[config.mk]
export PLATFORM = sky130hd
export DESIGN_NAME = circle_point_generator_unit
export DESIGN_NICKNAME = d
export VERILOG_FILES = /design/src/cpg_pkg.sv /design/src/cpg_queue.sv /design/src/cpg_front.sv /design/src/cpg_back.sv /design/src/circle_point_generator_unit.sv
export SDC_FILE = /design/constraint.sdc
export NUM_CORES = 1
export LEC_CHECK = 0
export ABC_AREA = 1
export BUFFER_PORTS_ARGS = -buffer_cell sky130_fd_sc_hd__buf_2
export CORE_MARGIN = 2
export CORE_UTILIZATION = 36
export CTS_BUF_LIST = sky130_fd_sc_hd__clkbuf_4 sky130_fd_sc_hd__clkbuf_8 sky130_fd_sc_hd__clkbuf_16
export CTS_CLUSTER_SIZE = 8
export DETAILED_ROUTE_END_ITERATION = 12
export PLACE_DENSITY = 0.52
export SLEW_MARGIN = 20
export SYNTH_ARGS = -nofsm -noshare
export SYNTH_HDL_FRONTEND = slang
export SYNTH_SLANG_ARGS = --single-unit
[constraint.sdc]
create_clock -name clk -period 8.3 [get_ports clk]
set_input_delay 0.415 -clock clk [delete_from_list [all_inputs] [get_ports clk]]
set_output_delay 0.415 -clock clk [all_outputs]
set_load 0.01 [all_outputs]
[src/cpg_pkg.sv]
// shared types and constants for the circle point generator
// no dependencies; imported by every module of the block
package cpg_pkg;

	localparam int COORD_BITS = 12;
	localparam int RAD_BITS   = COORD_BITS - 1;
	localparam int PIX_BITS   = COORD_BITS + 2;
	localparam int DEC_BITS   = COORD_BITS + 6;

	localparam int QUEUE_DEPTH = 2;
	localparam int QUEUE_AW    = (QUEUE_DEPTH > 1) ? $clog2(QUEUE_DEPTH) : 1;
	localparam int QUEUE_CW    = $clog2(QUEUE_DEPTH + 1);

	localparam int PIX_PER_STEP = 8;
	localparam int IDX_BITS     = $clog2(PIX_PER_STEP);

	// opcodes of an input word
	localparam logic OP_START = 1'b0;
	localparam logic OP_STEP  = 1'b1;

	// decision variable constants
	localparam logic [DEC_BITS-1:0] DEC_INIT  = DEC_BITS'(3);
	localparam logic [DEC_BITS-1:0] DEC_DIAG  = DEC_BITS'(10);
	localparam logic [DEC_BITS-1:0] DEC_AXIAL = DEC_BITS'(6);

	// one classified job handed from front to back
	typedef struct packed {
		logic                  idle;   // step with no circle: one empty result
		logic                  done;
		logic [COORD_BITS-1:0] cx;
		logic [COORD_BITS-1:0] cy;
		logic [COORD_BITS-1:0] x;      // two's complement
		logic [COORD_BITS-1:0] y;      // two's complement
	} job_t;

	// queue status seen by the front and back
	typedef struct packed {
		logic full;
		logic empty;
	} queue_status_t;

endpackage

[src/cpg_queue.sv]
// two-entry job queue between front and back of the circle point generator
// depends on cpg_pkg for job_t and queue sizing
module cpg_queue (
	input  logic                  clk,
	input  logic                  arst_n,
	input  logic                  push,
	input  cpg_pkg::job_t         push_job,
	input  logic                  pop,
	output cpg_pkg::job_t         head,
	output cpg_pkg::queue_status_t status
);
	import cpg_pkg::*;

	job_t                entry_q [QUEUE_DEPTH];
	logic [QUEUE_AW-1:0] wr_ptr_q;
	logic [QUEUE_AW-1:0] rd_ptr_q;
	logic [QUEUE_CW-1:0] count_q;

	function automatic logic [QUEUE_AW-1:0] ptr_next(input logic [QUEUE_AW-1:0] p);
		logic [QUEUE_AW-1:0] r;
		if (p == QUEUE_AW'(QUEUE_DEPTH - 1)) begin
			r = '0;
		end else begin
			r = p + QUEUE_AW'(1);
		end
		return r;
	endfunction

	assign head         = entry_q[rd_ptr_q];
	assign status.full  = (count_q == QUEUE_CW'(QUEUE_DEPTH));
	assign status.empty = (count_q == '0);

	always_ff @(posedge clk) begin
		if (push) begin
			entry_q[wr_ptr_q] <= push_job;
		end
	end

	always_ff @(posedge clk or negedge arst_n) begin
		if (!arst_n) begin
			wr_ptr_q <= '0;
			rd_ptr_q <= '0;
			count_q  <= '0;
		end else begin
			if (push) begin
				wr_ptr_q <= ptr_next(wr_ptr_q);
			end
			if (pop) begin
				rd_ptr_q <= ptr_next(rd_ptr_q);
			end
			if (push && !pop) begin
				count_q <= count_q + QUEUE_CW'(1);
			end else if (pop && !push) begin
				count_q <= count_q - QUEUE_CW'(1);
			end
		end
	end

endmodule

[src/cpg_front.sv]
// front of the circle point generator: takes input words, runs the midpoint
// recurrence and pushes one job per word; depends on cpg_pkg
module cpg_front (
	input  logic                           clk,
	input  logic                           arst_n,
	input  logic                           item_valid,
	output logic                           item_ready,
	input  logic                           op,
	input  logic [cpg_pkg::COORD_BITS-1:0] center_x,
	input  logic [cpg_pkg::COORD_BITS-1:0] center_y,
	input  logic [cpg_pkg::RAD_BITS-1:0]   radius,
	input  cpg_pkg::queue_status_t         qstat,
	output logic                           push,
	output cpg_pkg::job_t                  push_job
);
	import cpg_pkg::*;

	logic [COORD_BITS-1:0] x_q, y_q, cx_q, cy_q;
	logic [DEC_BITS-1:0]   d_q;
	logic                  active_q;

	logic [COORD_BITS-1:0] x_n, y_n, x_st, y_st;
	logic [DEC_BITS-1:0]   d_n, d_st, ext_x, ext_y;
	logic                  go_diag;

	assign item_ready = !qstat.full;
	assign push       = item_valid && item_ready;

	// start values
	assign x_st = '0;
	assign y_st = {1'b0, radius};
	assign d_st = DEC_INIT - {{(DEC_BITS - RAD_BITS - 1){1'b0}}, radius, 1'b0};

	// one octant step
	always_comb begin
		go_diag = ($signed(d_q) > $signed(DEC_BITS'(0)));
		x_n     = x_q + COORD_BITS'(1);
		y_n     = go_diag ? (y_q - COORD_BITS'(1)) : y_q;
		ext_x   = {{(DEC_BITS - COORD_BITS){x_n[COORD_BITS-1]}}, x_n};
		ext_y   = {{(DEC_BITS - COORD_BITS){y_n[COORD_BITS-1]}}, y_n};
		if (go_diag) begin
			d_n = d_q + ((ext_x - ext_y) << 2) + DEC_DIAG;
		end else begin
			d_n = d_q + (ext_x << 2) + DEC_AXIAL;
		end
	end

	always_comb begin
		push_job = '0;
		unique case (op)
			OP_START: begin
				push_job.cx   = center_x;
				push_job.cy   = center_y;
				push_job.x    = x_st;
				push_job.y    = y_st;
				push_job.done = ($signed(y_st) < $signed(x_st));
			end
			OP_STEP: begin
				if (active_q) begin
					push_job.cx   = cx_q;
					push_job.cy   = cy_q;
					push_job.x    = x_n;
					push_job.y    = y_n;
					push_job.done = ($signed(y_n) < $signed(x_n));
				end else begin
					push_job.idle = 1'b1;
					push_job.done = 1'b1;
				end
			end
			default: push_job = '0;
		endcase
	end

	always_ff @(posedge clk or negedge arst_n) begin
		if (!arst_n) begin
			x_q      <= '0;
			y_q      <= '0;
			d_q      <= '0;
			cx_q     <= '0;
			cy_q     <= '0;
			active_q <= 1'b0;
		end else if (push) begin
			if (op == OP_START) begin
				x_q      <= x_st;
				y_q      <= y_st;
				d_q      <= d_st;
				cx_q     <= center_x;
				cy_q     <= center_y;
				active_q <= 1'b1;
			end else if (active_q) begin
				x_q      <= x_n;
				y_q      <= y_n;
				d_q      <= d_n;
				active_q <= !push_job.done;
			end
		end
	end

endmodule

[src/cpg_back.sv]
// back of the circle point generator: expands each non-idle job into eight mirrored
// pixels, one per unstalled cycle, into a registered result stage; depends on cpg_pkg
module cpg_back (
	input  logic                                clk,
	input  logic                                arst_n,
	input  cpg_pkg::job_t                       head,
	input  cpg_pkg::queue_status_t              qstat,
	output logic                                pop,
	output logic                                result_valid,
	input  logic                                result_ready,
	output logic signed [cpg_pkg::PIX_BITS-1:0] pixel_x,
	output logic signed [cpg_pkg::PIX_BITS-1:0] pixel_y,
	output logic                                pixel_valid,
	output logic                                last_of_step,
	output logic                                circle_done
);
	import cpg_pkg::*;

	job_t                job_q;
	logic                busy_q;
	logic [IDX_BITS-1:0] idx_q;

	logic                out_valid_q;
	logic [PIX_BITS-1:0] px_q, py_q;
	logic                pv_q, last_q, done_q;

	job_t                cur;
	logic                cur_valid, advance, is_last;
	logic [PIX_BITS-1:0] cx14, cy14, a14, b14, px_n, py_n;
	logic [COORD_BITS-1:0] a, b;

	assign cur       = busy_q ? job_q : head;
	assign cur_valid = busy_q || !qstat.empty;
	assign advance   = cur_valid && (!out_valid_q || result_ready);
	assign pop       = advance && !busy_q;
	assign is_last   = cur.idle || (idx_q == IDX_BITS'(PIX_PER_STEP - 1));

	// idx bit 2 swaps x and y, bit 0 negates the column term, bit 1 the row term
	always_comb begin
		a    = idx_q[2] ? cur.y : cur.x;
		b    = idx_q[2] ? cur.x : cur.y;
		cx14 = {{(PIX_BITS - COORD_BITS){1'b0}}, cur.cx};
		cy14 = {{(PIX_BITS - COORD_BITS){1'b0}}, cur.cy};
		a14  = {{(PIX_BITS - COORD_BITS){a[COORD_BITS-1]}}, a};
		b14  = {{(PIX_BITS - COORD_BITS){b[COORD_BITS-1]}}, b};
		px_n = idx_q[0] ? (cx14 - a14) : (cx14 + a14);
		py_n = idx_q[1] ? (cy14 - b14) : (cy14 + b14);
		if (cur.idle) begin
			px_n = '0;
			py_n = '0;
		end
	end

	always_ff @(posedge clk) begin
		if (pop) begin
			job_q <= head;
		end
		if (advance) begin
			px_q   <= px_n;
			py_q   <= py_n;
			pv_q   <= !cur.idle;
			last_q <= is_last;
			done_q <= cur.done;
		end
	end

	always_ff @(posedge clk or negedge arst_n) begin
		if (!arst_n) begin
			busy_q      <= 1'b0;
			idx_q       <= '0;
			out_valid_q <= 1'b0;
		end else begin
			if (advance) begin
				out_valid_q <= 1'b1;
				if (is_last) begin
					busy_q <= 1'b0;
					idx_q  <= '0;
				end else begin
					busy_q <= 1'b1;
					idx_q  <= idx_q + IDX_BITS'(1);
				end
			end else if (result_ready) begin
				out_valid_q <= 1'b0;
			end
		end
	end

	assign result_valid = out_valid_q;
	assign pixel_x      = $signed(px_q);
	assign pixel_y      = $signed(py_q);
	assign pixel_valid  = pv_q;
	assign last_of_step = last_q;
	assign circle_done  = done_q;

endmodule

[src/circle_point_generator_unit.sv]
// top level of the midpoint circle point generator
// instantiates cpg_front, cpg_queue and cpg_back; depends on cpg_pkg
//
// input channel (item_valid/item_ready): op = start latches center and radius
// and yields the eight pixels of (0, r); op = step advances x by one and
// yields the eight mirrored pixels of the new point. a step with no circle in
// progress yields one word with pixel_valid low, marked last and done.
// result channel (result_valid/result_ready): one pixel word per cycle unless
// the receiver stalls, the eighth of each step marked last_of_step, circle_done
// set on all words of the step where y drops below x.
// the first pixel of an input word reaches the output through the two-entry job
// queue and then the result register that the back loads.
// the pace of the unit is set by the single result port of the back end, which
// emits the eight words of a start or step, or the one word of an idle step, in
// turn; the front runs one word per cycle until the queue fills.
// a stalled receiver holds the result register; the queue then fills and
// item_ready drops. reset clears the recurrence state, queue and result valid.
module circle_point_generator_unit (
	input  logic                                clk,
	input  logic                                arst_n,
	input  logic                                item_valid,
	output logic                                item_ready,
	input  logic                                op,
	input  logic [cpg_pkg::COORD_BITS-1:0]      center_x,
	input  logic [cpg_pkg::COORD_BITS-1:0]      center_y,
	input  logic [cpg_pkg::RAD_BITS-1:0]        radius,
	output logic                                result_valid,
	input  logic                                result_ready,
	output logic signed [cpg_pkg::PIX_BITS-1:0] pixel_x,
	output logic signed [cpg_pkg::PIX_BITS-1:0] pixel_y,
	output logic                                pixel_valid,
	output logic                                last_of_step,
	output logic                                circle_done
);
	import cpg_pkg::*;

	job_t          push_job, head;
	logic          push, pop;
	queue_status_t qstat;

	cpg_front u_front (
		.clk        (clk),
		.arst_n     (arst_n),
		.item_valid (item_valid),
		.item_ready (item_ready),
		.op         (op),
		.center_x   (center_x),
		.center_y   (center_y),
		.radius     (radius),
		.qstat      (qstat),
		.push       (push),
		.push_job   (push_job)
	);

	cpg_queue u_queue (
		.clk      (clk),
		.arst_n   (arst_n),
		.push     (push),
		.push_job (push_job),
		.pop      (pop),
		.head     (head),
		.status   (qstat)
	);

	cpg_back u_back (
		.clk          (clk),
		.arst_n       (arst_n),
		.head         (head),
		.qstat        (qstat),
		.pop          (pop),
		.result_valid (result_valid),
		.result_ready (result_ready),
		.pixel_x      (pixel_x),
		.pixel_y      (pixel_y),
		.pixel_valid  (pixel_valid),
		.last_of_step (last_of_step),
		.circle_done  (circle_done)
	);

endmodule
# == Word-level counts from Yosys, hierarchy flattened ==
# Memories as Yosys holds them, arrays and structs flattened.
# Index checks and enable logic that the tools add are counted.
# totals
input_bits,40
mem_count,1
regBits,157
mem_bits_rw,100
# op_classes
n_reduce_logical,21
add_sub_neg,17
muxes,30
n_eq_ne,3
bitwise_logic,1
magnitude_cmp,3
# mem_list
memory,depth,word_bits,rd,rd_clocked_by_memory_dff,write_ports,line_no,text
u_queue.entry_q,2,50,1,0,1,cpg_queue.sv:14,job_t entry_q [QUEUE_DEPTH];
# ops
operator,count
49-bit one-hot mux with 2 select lines,1
12-bit two-way mux,7
18-bit two-way mux,3
50-bit two-way mux,1
48-bit two-way mux,1
18-bit adder,2
13-bit by 12-bit adder with 14-bit output,2
14-bit two-way mux,2
13-bit by 12-bit subtractor with 14-bit output,2
18-bit by 3-bit adder with 18-bit output (second input constant),1
18-bit by 4-bit adder with 18-bit output (second input constant),1
18-bit by 1-bit greater-than comparator with 1-bit output (second input constant),1
12-bit by 12-bit subtractor with 13-bit output,1
2-bit by 12-bit subtractor with 13-bit output (first input constant),1
12-bit by 1-bit adder with 12-bit output (second input constant),1
12-bit < comparator,1
1-bit two-way mux,12
12-bit by 1-bit subtractor with 12-bit output (second input constant),1
11-bit by 1-bit < comparator with 1-bit output (second input constant),1
1-bit logical NOT,8
1-bit logical AND,5
2-bit two-way mux,2
2-bit AND reduction,2
2-bit nonzero test,2
11 further kinds,14

# == Longest topological paths before layout ==
# depth
depth_word,8
depth_mapped,32
depth_no_buf,31

# == Modules after synthesis ==
# From an unflattened synthesis, not the netlist that was laid out.
# unflattened
cells_unflattened,1786
hier_area_um2,16185.5
# by_module_without_submodules
mod,seq_area_each_um2,cells_each,n_inst,area_each_um2
cpg_front,1676.6,959,1,6666.4
cpg_back,2557.5,646,1,5451.5
cpg_queue,3103.0,181,1,4067.7

# == Least setup slack after synthesis ==
# No wires, ideal clock.
# synth_timing
path_kind,reg-to-reg
from,register u_back.busy_q
to,"register u_back.job_q[0] (netlist bit), enable pin"
stages_incl_launch_ff,9
arrival_time_ns,4.313
setup_slack_ns,3.582
n_path_buf,4
required_time_ns,7.896
cell_sequence,dfrtp_1 inv_2 buf_2 buf_4 buf_2 buf_2 a31oi_1 nand2_1 inv_1
# synth_via
elab_chain_cells,3
elab_cells_between_ends,4
classes_between,4 x reduce/logical
# synth_rtl
element,line_no,text
"start, declared",cpg_back.sv:20,logic busy_q;
"start signal, assigned",cpg_back.sv:69,busy_q <= 1'b0;
"start signal, assigned",cpg_back.sv:76,busy_q <= 1'b0;
"start signal, assigned",cpg_back.sv:79,busy_q <= 1'b1;
1-bit logical OR,cpg_back.sv:33,assign cur_valid = busy_q || !qstat.empty;
1-bit logical AND,cpg_back.sv:34,assign advance = cur_valid && (!out_valid_q || result_ready);
named net u_back.advance,cpg_back.sv:28,"logic cur_valid, advance, is_last;"
1-bit logical AND,cpg_back.sv:35,assign pop = advance && !busy_q;
named net pop,circle_point_generator_unit.sv:38,"logic push, pop;"
"end signal, assigned",cpg_back.sv:56,job_q <= head;
"end, declared",cpg_back.sv:19,job_t job_q;
# The timed path passes the listed nets, and every way through them passes these cells.
# A chain may end at the register's enable or synchronous reset.

# == Final worst setup path ==
# layout_timing
from,register u_front.d_q[1]
to,register u_front.d_q[17]
# layout_via
elab_chain_cells,8
elab_cells_between_ends,10
classes_between,5 x add/sub; 1 x order compare; 4 x mux
# layout_rtl
element,line_no,text
"start, declared",cpg_front.sv:19,logic [DEC_BITS-1:0] d_q;
"start signal, assigned",cpg_front.sv:86,d_q <= d_st;
"start signal, assigned",cpg_front.sv:93,d_q <= d_n;
18-bit by 1-bit greater-than comparator with 1-bit output,cpg_front.sv:36,go_diag = ($signed(d_q) > $signed(DEC_BITS'(0)));
12-bit two-way mux,cpg_front.sv:38,y_n = go_diag ? (y_q - COORD_BITS'(1)) : y_q;
12-bit by 12-bit subtractor with 13-bit output,cpg_front.sv:42,d_n = d_q + ((ext_x - ext_y) << 2) + DEC_DIAG;
18-bit adder,cpg_front.sv:42,
18-bit by 4-bit adder with 18-bit output,cpg_front.sv:42,
18-bit two-way mux *,cpg_front.sv:41,if (go_diag) begin
18-bit two-way mux *,cpg_front.sv:90,end else if (active_q) begin
18-bit two-way mux *,cpg_front.sv:83,if (op == OP_START) begin
# Mark *: on every way between the ends. The rest lies on a longest branch, timed or not. The select of a mux whose other input is x is not followed.

==> results.md <==
* Number of port buffers at 72
* Minimum clock period at approximately 5.7 ns
* Synth top area cells: edfxtp_1 35%, dfrtp_1 12%, nand2_1 11%, ha_1 8.3%, o21ai_0 5.5%
* Clk slew on worst S/H paths at ~0.060 ns
* Post-synthesis async set-or-reset flop share at 29.6%
* Gate Count Post-Synth at between 1,500 and 2,000
* Htree depth at 2
* Sinks on Clock Net at 257
* Period utilization at 68.7%
* Diode count at 0
* Die Wd at between 200 and 250 µm
* Fin nets at just over 2,000
* Total setup buffers inserted after CTS at 0
* Xor and xnor area share after synthesis at 3.75%
* Hold WC Path Type: in2reg
* Slowest CP cell: inv_1
* Commonest cells after routing, fill and taps aside: 437 x nand2_1, 202 x inv_1, 181 x edfxtp_1
* Vias in the first global route at between 10,000 and 15,000
* Endpoints failing setup at 0
* Complex-gate fraction of the synthesized area at around an eighth
* Ys flop type: edfxtp_1
* Post-synth cell types at 53
* Drt drc at 0
* Core Rows at 75
* Hold WS at slightly above 0.08 ns
* Largest family of logic cells by synthesized area: simple AND/OR/NAND/NOR gates
* Most Frequent Cell on Critical Path: nand2_1
* Detailed-route wire length at roughly 40 mm
* Placed insts at 2,376
* Routed Antenna Nets at 0
* Post-synth net total at roughly 2,000
* Routed len/inst at 16.3 µm
* Via count at roughly 12,000
* Sequential fraction of the synthesis area at a little under half
* Clock Tree Buf Depth at 3
* First-pass GRT wire length at 63.3 mm
* Die H at roughly 210 µm
* CP Launch Type: register
* Worst skew pair latency at roughly 0.56 ns
* Overflow after GRT at 0
* Max Clk Rate at around 180 MHz
* Synth Area in Adders at between 8 and 9%
* Post-Syn Area at between 15,000 and 20,000 µm²
* WS Path Type: reg2reg
* Vias per cell at between 4 and 5
* Commonest non-fill, non-tap cell in the layout: nand2_1
* Layout cell share with drive strength beyond 1 at a little over a tenth
* Mux contribution to synthesized area at 0%
* Max-Cap Viols at 0
* Post-Route Utilization at between 40% and 50%
* Relative slew slack at 42.7%
* Gr usage total at between 10% and 20%
* CTS root buffer: clkbuf_16
* Core area at ~42,000 µm²
* Die ar. at roughly 45,000 µm²
* GPL Wtd Cong at 0.892
* Skew final at ~0.028 ns
* Setup TNS Final at 0 ns
* Worst Path Arrival at 6.12 ns
* Worst Path Max Fanout at 25
* Register bit total from synthesis at ~260
* RSZ-0062 raised after global routing: no
* Status: complete, no violations
* Largest net degree at the start of global routing at 82
* Area growth from synthesis to layout at 14.1%
* Slowest stage delay, CP at about 0.7 ns
* Slew Limit Fails at 0
* Fin cells at 2,446
* Share of the synthesized area in the top cell type at approximately a third
* DR pass1 iterations at 5
* DP HPWL at 28.9 mm
* Synth Area in Simple Gates at approximately 20%
* Initial core utilization at around 37%
* CP Capture Type: register
* Final Hold Fails at 0
* Number of synthesized flops with an enable pin at roughly 180
* Cts bufs inserted at 38
* R2r setup slk at about 2.6 ns
* Starting DRT DRC Count at 730
* CP required at ~8.7 ns
* Avg Cell Area, Syn at 8.53 µm²
* Initial antenna violation count at 0
* Resized Gates After CTS at 0
* Cts hold-fix bufs at 1
* Leading area contributor after synthesis: edfxtp_1
* Ports at 73
* Ys Warns at 0
* Least-Margin Pin Slew at between 0.8 and 0.9 ns
* TritonCTS clock tree: done
## registers in the layout, indices dropped and copies added, names as in the netlist
name,cells
u_back.pixel_x,14
u_back.pixel_y,14
u_back.circle_done,1
u_back.idx_q,3
u_queue.wr_ptr_q,1
u_front.d_q,18
u_front.y_q,12
u_back.job_q,50
u_back.result_valid,1
u_front.cx_q,12
u_back.last_of_step,1
u_back.pixel_valid,1
u_queue.rd_ptr_q,1
u_front.cy_q,12
u_front.active_q,1
u_back.busy_q,1
u_queue.entry_q,100
u_queue.count_q,2
u_front.x_q,12
## metal layers
metal	vias up	wire length (µm)	track usage (%)
met5	-	0	0
li1	6214	-	-
met3	58	1260	2.30
met1	5676	19800	25.9
met2	184	18000	28.9
met4	0	913	5.66
## cell type report
type                       count  area (µm²)
fill                        4193       24500
sequential                   257        7340
multi-input combinational   1279        7070
clock buffer                  66        1170
inverter                     212         796
tap                          539         674
timing repair buffer          90         500
clock inverter                 3        62.6
## per-stage QoR
| stage | area (µm²) | setup slack (ns) |
|---|---|---|
| after floorplan | 15400 | 3.58 |
| after global placement | 16400 | 2.72 |
| after detailed placement | 16400 | 2.63 |
| after CTS | 17600 | 2.59 |
| after global routing | 17600 | 2.01 |
| final | 17600 | 2.60 |
## final timing paths
check / startpoint / endpoint / cells after the start
max in group asynchronous: arst_n / u_queue.rd_ptr_q$_DFFE_PN0P_ / 3
min in group asynchronous: arst_n / u_front.cy_q[6]$_DFFE_PN0P_ / 2
setup / recovery: u_front.d_q[1]$_DFFE_PN0P_ / u_front.d_q[17]$_DFFE_PN0P_ / 31
setup reg to reg: u_front.d_q[1]$_DFFE_PN0P_ / u_front.d_q[17]$_DFFE_PN0P_ / 31
hold reg to reg: u_front.d_q[0]$_DFFE_PN0P_ / u_front.d_q[0]$_DFFE_PN0P_ / 2
hold / removal: result_ready / u_back.result_valid$_DFFE_PN0P_ / 2
## cells in the mapped netlist, drive strengths merged (17+ instances only)
| library cell | count |
|---|---|
| nand3 | 100 |
| or2 | 21 |
| clkbuf | 32 |
| o21ai | 197 |
| dfrtp | 76 |
| xor2 | 50 |
| nor3 | 17 |
| inv | 210 |
| buf | 29 |
| edfxtp | 181 |
| nor2 | 157 |
| a21oi | 75 |
| nand2 | 441 |
| a31oi | 28 |
| ha | 103 |
## cell families (layout without fill, tap and decap cells)
logic type	count (synthesis)	in the layout
AO/OA/AOI/OAI	343	343
XOR/XNOR	66	66
adder cells (fa/ha/maj)	108	108
buffers and inverters	273	371
flip-flops	257	257
AND/OR/NAND/NOR	762	762
## critical path: cells and delay by family, from the launching register on
kind | cells | cell delay (ns)
xor gates and xnor gates | 1 | 0.23
adders and majority gates | 3 | 0.93
and+or+nand+nor | 21 | 2.77
DFF | 1 | 0.41
AOI/OAI and AO/OA | 2 | 0.21
buffers and inverters | 4 | 0.97
Power is left out: the tool's default activity adds up to more than one toggle a clock period on the data nets, which glitch-free logic cannot reach.
